File: src/design/scti_pkg.sv
package scti_pkg;

    // Table geometry and number format
    localparam int TABLE_ENTRIES   = 1801;
    localparam int STEPS_PER_ENTRY = 10;
    localparam int FRAC_BITS       = 16;

    // Angles in centidegrees
    localparam int FULL_TURN    = 36000;
    localparam int HALF_TURN    = 18000;
    localparam int QUARTER_TURN = 9000;
    localparam int EIGHTH_TURN  = 4500;

    // Field widths
    localparam int ANG_W = 21;
    localparam int VAL_W = FRAC_BITS + 2;

    // Angle reduction: a multiple of a full turn makes the angle non-negative
    localparam int ANG_BIAS  = ((2**(ANG_W-1) + FULL_TURN - 1) / FULL_TURN) * FULL_TURN;
    localparam int U_W       = $clog2(2**(ANG_W-1) + QUARTER_TURN + ANG_BIAS);
    localparam int MOD_RECIP = (2**U_W) / FULL_TURN;
    localparam int MR_W      = $clog2(MOD_RECIP + 1);
    localparam int M_W       = $clog2(FULL_TURN);
    localparam int D_W       = $clog2(HALF_TURN + 1);

    // Split of the folded angle into table index and step remainder
    localparam int DIV_RECIP  = (2**D_W) / STEPS_PER_ENTRY;
    localparam int DR_W       = $clog2(DIV_RECIP + 1);
    localparam int R_W        = $clog2(STEPS_PER_ENTRY + 1);
    localparam int ADDR_W     = $clog2(TABLE_ENTRIES);
    localparam int LAST_ENTRY = TABLE_ENTRIES - 1;

    // Interpolation arithmetic
    localparam int DIFF_W = VAL_W + 1;
    localparam int PROD_W = DIFF_W + R_W + 1;
    localparam int NU_W   = PROD_W + R_W + 2;
    localparam logic [NU_W-1:0] RND_DIV   = NU_W'(2 * STEPS_PER_ENTRY);
    localparam logic [NU_W-1:0] RND_BIAS  = RND_DIV << PROD_W;
    localparam logic [NU_W-1:0] RND_RECIP =
        NU_W'((64'd1 << NU_W) / (2 * STEPS_PER_ENTRY));

    // Fixed point constants for building the table
    localparam logic [63:0] ONE_Q62      = 64'd1 << 62;
    localparam logic [63:0] PI_Q62       = 64'hC90F_DAA2_2168_C235;
    localparam logic [63:0] CDEG_Q62     = PI_Q62 / 64'd18000;
    localparam int          SERIES_TERMS = 12;

    typedef logic signed [VAL_W-1:0] t_val;
    typedef logic signed [VAL_W-1:0] t_rom_tbl [TABLE_ENTRIES];

    // Index transfer from the reduction pipe to the table
    typedef struct packed {
        logic             valid;
        logic             is_sine;
        logic [D_W-1:0]   lo;
        logic [R_W-1:0]   rem;
    } t_idx;

    // Table read results toward the interpolator
    typedef struct packed {
        logic             valid;
        logic             is_sine;
        logic [R_W-1:0]   rem;
        t_val             lo_val;
        t_val             hi_val;
    } t_rom_rd;

    // Q62 multiply, product shifted back by 62
    function automatic logic [63:0] mul_q62(input logic [63:0] a, input logic [63:0] b);
        logic [127:0] p;
        p = {64'd0, a} * {64'd0, b};
        return p[125:62];
    endfunction

    // Unsigned 64-bit quotient by shift and subtract
    function automatic logic [63:0] udiv64(input logic [63:0] n, input logic [63:0] d);
        logic [64:0] r;
        logic [63:0] q;
        int          b;
        r = '0;
        q = '0;
        for (b = 63; b >= 0; b--) begin
            r = {r[63:0], n[b]};
            if (r >= {1'b0, d}) begin
                r    = r - {1'b0, d};
                q[b] = 1'b1;
            end
        end
        return q;
    endfunction

    // Taylor series for sine or cosine of c centidegrees, c up to an eighth turn
    function automatic logic [63:0] series_q62(input int unsigned c, input logic want_sin);
        logic [63:0] x;
        logic [63:0] x2;
        logic [63:0] term;
        logic [63:0] sum;
        logic [63:0] dv;
        int          k;
        x    = 64'(c) * CDEG_Q62;
        x2   = mul_q62(x, x);
        term = want_sin ? x : ONE_Q62;
        sum  = term;
        for (k = 1; k <= SERIES_TERMS; k++) begin
            dv   = want_sin ? 64'((2 * k) * (2 * k + 1)) : 64'((2 * k - 1) * (2 * k));
            term = udiv64(mul_q62(term, x2), dv);
            if (k[0]) begin
                sum = sum - term;
            end else begin
                sum = sum + term;
            end
        end
        return sum;
    endfunction

    // Cosine of e centidegrees, rounded half away from zero
    function automatic t_val cos_entry(input int unsigned e);
        int unsigned t;
        logic        neg;
        logic [63:0] mag;
        t_val        v;
        t   = e;
        while (t >= FULL_TURN) begin
            t = t - FULL_TURN;
        end
        neg = 1'b0;
        if (t > HALF_TURN) begin
            t = FULL_TURN - t;
        end
        if (t > QUARTER_TURN) begin
            neg = 1'b1;
            t   = HALF_TURN - t;
        end
        if (t > EIGHTH_TURN) begin
            mag = series_q62(QUARTER_TURN - t, 1'b1);
        end else begin
            mag = series_q62(t, 1'b0);
        end
        mag = (mag + (64'd1 << (61 - FRAC_BITS))) >> (62 - FRAC_BITS);
        v   = t_val'(mag[VAL_W-1:0]);
        return neg ? -v : v;
    endfunction

    // Cosine table, one entry every STEPS_PER_ENTRY centidegrees
    function automatic t_rom_tbl build_rom();
        t_rom_tbl tbl;
        int       i;
        for (i = 0; i < TABLE_ENTRIES; i++) begin
            tbl[i] = cos_entry(i * STEPS_PER_ENTRY);
        end
        return tbl;
    endfunction

endpackage

File: src/design/scti_reduce.sv
module scti_reduce (
    input  logic                              i_clk,
    input  logic                              i_rst_n,
    input  logic                              i_start,
    input  logic                              i_mode,
    input  logic signed [scti_pkg::ANG_W-1:0] i_angle,
    output scti_pkg::t_idx                    o_idx
);
    import scti_pkg::*;

    logic                   r_s1_vld, r_s2_vld, r_s3_vld, r_s4_vld, r_s5_vld, r_s6_vld;
    logic                   r_s1_sin, r_s2_sin, r_s3_sin, r_s4_sin, r_s5_sin, r_s6_sin;
    logic [U_W-1:0]         r_s1_u, r_s2_u;
    logic [U_W+MR_W-1:0]    r_s2_prod;
    logic [M_W-1:0]         r_s3_m;
    logic [D_W-1:0]         r_s4_d, r_s5_d;
    logic [D_W+DR_W-1:0]    r_s5_prod;
    logic [D_W-1:0]         r_s6_lo;
    logic [R_W-1:0]         r_s6_rem;

    logic [U_W-1:0]         n_s1_u;
    logic [MR_W-1:0]        q3;
    logic [U_W-1:0]         rem3;
    logic [M_W-1:0]         n_s3_m;
    logic [D_W-1:0]         n_s4_d;
    logic [DR_W-1:0]        lo6;
    logic [D_W-1:0]         rem6;
    logic [D_W-1:0]         n_s6_lo;
    logic [R_W-1:0]         n_s6_rem;

    // Sine shift by a quarter turn, then bias to a non-negative value
    always_comb begin
        n_s1_u = U_W'(i_angle) + U_W'(ANG_BIAS) + (i_mode ? U_W'(0) : U_W'(QUARTER_TURN));
    end

    // Modulo a full turn: estimated quotient, one correction step
    always_comb begin
        q3   = r_s2_prod[U_W+MR_W-1:U_W];
        rem3 = r_s2_u - U_W'(q3 * FULL_TURN);
        if (rem3 >= U_W'(FULL_TURN)) begin
            n_s3_m = M_W'(rem3 - U_W'(FULL_TURN));
        end else begin
            n_s3_m = M_W'(rem3);
        end
    end

    // Fold the upper half turn
    always_comb begin
        if (r_s3_m >= M_W'(HALF_TURN)) begin
            n_s4_d = D_W'(M_W'(FULL_TURN) - r_s3_m);
        end else begin
            n_s4_d = D_W'(r_s3_m);
        end
    end

    // Table index and step remainder, one correction step
    always_comb begin
        lo6  = r_s5_prod[D_W+DR_W-1:D_W];
        rem6 = r_s5_d - D_W'(lo6 * STEPS_PER_ENTRY);
        if (rem6 >= D_W'(STEPS_PER_ENTRY)) begin
            n_s6_lo  = D_W'(lo6) + D_W'(1);
            n_s6_rem = R_W'(rem6 - D_W'(STEPS_PER_ENTRY));
        end else begin
            n_s6_lo  = D_W'(lo6);
            n_s6_rem = R_W'(rem6);
        end
    end

    // Valid pipe
    always_ff @(posedge i_clk) begin
        if (!i_rst_n) begin
            r_s1_vld <= 1'b0;
            r_s2_vld <= 1'b0;
            r_s3_vld <= 1'b0;
            r_s4_vld <= 1'b0;
            r_s5_vld <= 1'b0;
            r_s6_vld <= 1'b0;
        end else begin
            r_s1_vld <= i_start;
            r_s2_vld <= r_s1_vld;
            r_s3_vld <= r_s2_vld;
            r_s4_vld <= r_s3_vld;
            r_s5_vld <= r_s4_vld;
            r_s6_vld <= r_s5_vld;
        end
    end

    // Data pipe
    always_ff @(posedge i_clk) begin
        r_s1_sin  <= ~i_mode;
        r_s1_u    <= n_s1_u;
        r_s2_sin  <= r_s1_sin;
        r_s2_u    <= r_s1_u;
        r_s2_prod <= (U_W+MR_W)'(r_s1_u) * (U_W+MR_W)'(MOD_RECIP);
        r_s3_sin  <= r_s2_sin;
        r_s3_m    <= n_s3_m;
        r_s4_sin  <= r_s3_sin;
        r_s4_d    <= n_s4_d;
        r_s5_sin  <= r_s4_sin;
        r_s5_d    <= r_s4_d;
        r_s5_prod <= (D_W+DR_W)'(r_s4_d) * (D_W+DR_W)'(DIV_RECIP);
        r_s6_sin  <= r_s5_sin;
        r_s6_lo   <= n_s6_lo;
        r_s6_rem  <= n_s6_rem;
    end

    always_comb begin
        o_idx.valid   = r_s6_vld;
        o_idx.is_sine = r_s6_sin;
        o_idx.lo      = r_s6_lo;
        o_idx.rem     = r_s6_rem;
    end

endmodule

File: config.mk
export PLATFORM = sky130hd
export DESIGN_NAME = scti_reduce
export DESIGN_NICKNAME = d
export VERILOG_FILES = /design/src/design/scti_pkg.sv /design/src/design/scti_reduce.sv
export SDC_FILE = /design/constraint.sdc
export NUM_CORES = 1
export LEC_CHECK = 0
export BUFFER_PORTS_ARGS = -buffer_cell sky130_fd_sc_hd__buf_2
export CAP_MARGIN = 20
export CELL_PAD_IN_SITES_DETAIL_PLACEMENT = 1
export CELL_PAD_IN_SITES_GLOBAL_PLACEMENT = 1
export CORE_MARGIN = 2
export CORE_UTILIZATION = 39
export DETAILED_ROUTE_END_ITERATION = 7
export MAX_ROUTING_LAYER = met4
export PLACE_DENSITY = 0.69
export REMOVE_ABC_BUFFERS = 1
export SYNTH_ARGS = -nofsm -noshare
export SYNTH_HDL_FRONTEND = slang
export SYNTH_SLANG_ARGS = --single-unit
File: constraint.sdc
create_clock -name i_clk -period 11.4 [get_ports i_clk]
set_input_delay 1.14 -clock i_clk [delete_from_list [all_inputs] [get_ports i_clk]]
set_output_delay 1.14 -clock i_clk [all_outputs]
set_load 0.02 [all_outputs]
== After elaboration in Yosys (flattened, before gate mapping) ==
Index checks and enable logic that the tools add are counted.

* Bits in registers: 171
* Input port bits: 25
* Output and inout port bits: 21
* Logic and storage cells: 43

* Add/subtract/negate cells: 8
* Multipliers: 4
* $lt $le $gt $ge: 3
* Multiplexer cells: 5
* Bitwise operators: 1

{| class="wikitable"
|+ Operators by type and width
! operator !! number
|-
| 22-bit by 5-bit multiplier with 27-bit output, second input constant || 1
|-
| 15-bit by 10-bit multiplier with 25-bit output, second input constant || 1
|-
| 21-bit by 22-bit adder with 22-bit output, second input constant || 1
|-
| 22-bit by 15-bit adder with 22-bit output || 1
|-
| 22-bit by 16-bit greater-or-equal comparator with 1-bit output, second input constant || 1
|-
| 22-bit subtractor || 1
|-
| 7-bit by 11-bit multiplier with 17-bit output, second input constant || 1
|-
| 16-bit by 15-bit greater-or-equal comparator with 1-bit output, second input constant || 1
|-
| 16-bit 2-to-1 mux || 1
|-
| 16-bit subtractor, second input constant || 1
|-
| 15-bit by 4-bit greater-or-equal comparator with 1-bit output, second input constant || 1
|-
| 15-bit 2-to-1 mux || 1
|-
| 12-bit by 15-bit subtractor with 15-bit output, first input constant || 1
|-
| 15-bit subtractor || 1
|-
| 12-bit by 3-bit multiplier with 14-bit output, second input constant || 1
|-
| 14-bit 2-to-1 mux || 1
|-
| 12-bit by 1-bit adder with 13-bit output, second input constant || 1
|-
| 12-bit 2-to-1 mux || 1
|-
| 4-bit 2-to-1 mux || 1
|-
| 4-bit subtractor, second input constant || 1
|-
| 1-bit inverter || 1
|}

== Longest topological paths before layout ==
* Depth in word-level cells: 4
* Gate-level depth with buffers: 25
* Mapped depth without buffers: 24

== Worst setup path before layout ==
No wires, ideal clock.

* Path kind: flip-flop to flip-flop
* Start: register r_s2_prod[28]
* End: register r_s3_m[13]
* Library setup time: 122 ps
* Arrival: 4817 ps
* Data required time: 11278 ps
* Slack: 6461 ps
* Cell stages (with the launch flop): 26
* Path buffers: 1
* Clock period less this slack: 4939 ps
* Path through: dfxtp_1 -> ha_1 -> ha_1 -> ha_1 -> inv_1 -> fa_1 -> inv_1 -> ha_1 -> a31oi_1 -> nor2b_1 -> o21ai_0 -> a21oi_1 -> o21ai_0 -> a21oi_1 -> a31oi_1 -> xor2_1 -> ha_1 -> inv_1 -> o21ai_0 -> nor3_1 -> o221ai_1 -> a2111oi_2 -> o211ai_2 -> buf_6 -> nor2b_4 -> xnor2_1

* Longest elaborated chain between the ends: 4
* Elaborated cells between the ends (all ways): 5
* Classes of those cells: 2 x add/sub; 1 x mul; 1 x order compare; 1 x mux

{| class="wikitable"
|+ RTL lines
! what !! line !! source
|-
| start: declaration || scti_reduce.sv:14 || <nowiki>logic [U_W+MR_W-1:0] r_s2_prod;</nowiki>
|-
| start signal: assignment || scti_reduce.sv:94 || <nowiki>r_s2_prod <= (U_W+MR_W)'(r_s1_u) * (U_W+MR_W)'(MOD_RECIP);</nowiki>
|-
| 7-bit by 11-bit multiplier with 17-bit output * || scti_reduce.sv:39 || <nowiki>rem3 = r_s2_u - U_W'(q3 * FULL_TURN);</nowiki>
|-
| 22-bit subtractor * || scti_reduce.sv:39 ||
|-
| 22-bit by 16-bit greater-or-equal comparator with 1-bit output or 16-bit subtractor (tied branches) || scti_reduce.sv:40, scti_reduce.sv:41 ||
|-
| 16-bit 2-to-1 mux * || scti_reduce.sv:40 || <nowiki>if (rem3 >= U_W'(FULL_TURN)) begin</nowiki>
|-
| via n_s3_m[13] || scti_reduce.sv:24 || <nowiki>logic [M_W-1:0] n_s3_m;</nowiki>
|-
| end signal: assignment || scti_reduce.sv:96 || <nowiki>r_s3_m <= n_s3_m;</nowiki>
|-
| end: declaration || scti_reduce.sv:15 || <nowiki>logic [M_W-1:0] r_s3_m;</nowiki>
|}

The timed path passes the listed nets; every way through them passes the cells marked *.
A chain may end at the register's enable or synchronous reset.

== Final worst setup path ==
* Start: register r_s2_prod[26]
* End: register r_s3_m[11]

Same word-level chain as after synthesis.

==> flow_metrics.tcl <==
set metrics [dict create \
    outcome "completed" \
    fin_tns_setup_ns 0 \
    dp.cells 1647 \
    critPathTopFamily "compound AO/OA/AOI/OAI gates" \
    num_rows 63 \
    cts_tree "done" \
    synth_top_area_share_pct 25.6 \
    synth_area_leaders "ha_1 26%, dfxtp_1 23%, fa_1 15%, inv_1 7.2%, xnor2_1 4.3%" \
    clock_skew_ns 0.0187 \
    synth-edff-count 0 \
    ys_async_sr_fraction_pct 0 \
    ys_types 65 \
    core_area_mm2 0.0297 \
    htree_levels 4 \
    die-width_um 178 \
    hold_viol 0 \
    fin_crit_sh_pct 48.2 \
    slew_headroom_pct 47.1 \
    min_period_ns 5.49 \
    n_antenna_cell 0 \
    drt-total-wl_mm 24.4 \
    cp-start-kind "register" \
    slowest_stage "fa_1" \
    cts_root_buffer "clkbuf_16" \
    io_buffers 43 \
    synth_area_per_cell_um2 9.66 \
    num_vias 8320 \
    antenna_found_initial 0 \
    area_growth_pct 10.2 \
    die_h_um 178 \
    grt_overflow 0 \
    track_usage_pct 17.0 \
    clkLatencyLatePin_ns 0.44 \
    path_clk_slew_ns 0.07 \
    grt_pass1_wl_mm 42.0 \
    fmax_mhz 182 \
    yosysTopAreaCell "ha_1" \
    arrival_ns 5.79 \
    required_ns 11.70 \
    cts_resized 0 \
    place.gp.congestion 0.812 \
    synth_seq_cells 138 \
    ys_seq_area_share_pct 23.4 \
    final_util_pct 43.8 \
    worst-setup-path-type "reg -> reg" \
    die_area_mm2 0.0317 \
    drtPass1Iterations 4 \
    path_cells "ha_1, ha_1, ha_1, inv_1, fa_1, inv_1, ha_1, a31oi_1, nor2b_1, o21ai_0, a21oi_1, o21ai_0, a21oi_1, a31oi_1, xor2_1, ha_1, inv_1, nor2_1, o21ai_0, o21ai_0, a21oi_1, o211ai_2, or2b_1, xnor2_1" \
    slew_viol_final 0 \
    avgRoutedWirePerCell_um 14.5 \
    syn_inst 1223 \
    ant_nets 0 \
    min_path_type "reg -> reg" \
    initial_utilization_pct 39.8 \
    cts_inserted_buffers 17 \
    drt_iter0_drc 152 \
    syn_area_mm2 0.0118 \
    grt_max_degree 18 \
    postCtsHoldBufs 0 \
    postCtsSetupBuffers 0 \
    crit_top_cell "ha_1" \
    dp_hpwl_mm 20.7 \
    cp-end-kind "register" \
    rsz0062_at_grt "false" \
    nNetsFinal 1632 \
    cts_buffer_depth 2 \
    remaining_drc_errors 0 \
    setup-violations-final 0 \
    grt_pass1_vias 9201 \
    worstMarginPinSlew_ns 0.794 \
    maxCapViolations 0 \
    stdcell_count 1680 \
    worstPathBufferInverterCount 3 \
    io-pin-count 46 \
    clock_sinks 138 \
    synth_flop_cell "dfxtp_1" \
    drive_above_1_share_pct 7.52 \
    holdWs_ns 0.329 \
    path_max_fanout 12 \
    via_per_inst 4.95 \
    yosys_warnings 0 \
    max_stage_delay_ns 0.49 \
]
[worst register-to-register path, stage by stage, from the launching register on]
cell	delay, ns
dfxtp_1	0.46
ha_1	0.28
ha_1	0.27
ha_1	0.27
inv_1	0.05
fa_1	0.49
inv_1	0.04
ha_1	0.32
a31oi_1	0.23
nor2b_1	0.07
o21ai_0	0.21
a21oi_1	0.10
o21ai_0	0.23
a21oi_1	0.14
a31oi_1	0.22
xor2_1	0.10
ha_1	0.31
inv_1	0.07
nor2_1	0.18
o21ai_0	0.10
o21ai_0	0.24
a21oi_1	0.12
o211ai_2	0.44
or2b_1	0.29
xnor2_1	0.12
[synthesized netlist by cell type, types with 10 or more instances]
cell type	number
and2_1	11
nor2_1	65
a21o_1	24
dfxtp_1	138
nor3_1	17
xor2_1	34
xnor2_1	58
nand2_1	29
o21bai_1	11
a31oi_1	11
o21a_1	15
a21oi_1	54
fa_1	88
inv_1	226
nand4_1	10
ha_1	242
o21ai_0	44
and3_1	11
nand3_1	16
nor2b_1	12
[worst paths after layout]
path	end	slack, ns	depth (start not counted)	from
min	r_s3_m[3]$_DFF_P_	0.33	0	r_s2_u[3]$_DFF_P_
max	r_s3_m[11]$_DFF_P_	5.91	24	r_s2_prod[26]$_DFF_P_
max reg2reg	r_s3_m[11]$_DFF_P_	5.91	24	r_s2_prod[26]$_DFF_P_
min reg2reg	r_s3_m[3]$_DFF_P_	0.33	0	r_s2_u[3]$_DFF_P_
[cell type report]
cell class / instances / area [um^2]
inverter: 226 / 848
timing repair buffer: 44 / 223
clock inverter: 15 / 133
sequential: 138 / 2760
fill: 3409 / 16700
multi-input combinational: 850 / 8140
clock buffer: 17 / 425
tap: 390 / 488
[sequential cells by signal, indices dropped and copies added, names as in the netlist, 4 cells and up]
register,flops
r_s1_u,22
r_s2_u,22
r_s2_prod,7
r_s5_d,15
r_s6_lo,13
r_s3_m,16
r_s6_rem,4
r_s4_d,15
r_s5_prod,12
[stage by stage]
stage | setup WS, ns | cell area (um^2)
4_1_cts | 5.87 | 13000
3_3_place_gp | 6.02 | 12500
5_1_grt | 5.26 | 13000
3_5_place_dp | 5.90 | 12500
6_report | 5.91 | 13000
2_1_floorplan | 6.45 | 11800
[metal layers]
metal | GRT usage (%) | up-vias | wire (um)
met5 | - | - | 0
met4 | 4.71 | 0 | 411
met3 | 2.17 | 26 | 407
met2 | 32.2 | 69 | 13000
met1 | 18.7 | 4022 | 10600
li1 | - | 4203 | -
[placed cells by master, fill, tap and decap left out, drive strengths merged, types with 24 or more instances in the layout]
master  Yosys  layout
xor2       34      34
xnor2      59      59
fa         88      88
o21ai      45      45
a21oi      54      54
dfxtp     138     138
nor2       66      66
nand2      29      29
buf         6      44
a21o       24      24
ha        242     242
inv       226     234
[cell families after synthesis]
family / Yosys count / synth area share, %
XOR/XNOR: 93 / 6.96
AO/OA/AOI/OAI: 214 / 12.1
adder cells (fa/ha/maj): 330 / 40.5
multiplexers: 5 / 0.445
flip-flops: 138 / 23.4
buffers and inverters: 236 / 7.72
other: 1 / 0.0317
AND/OR/NAND/NOR: 206 / 8.79
Power is not shown: default switching activity piles up to over one toggle a cycle in this logic, so the estimate is an artifact.
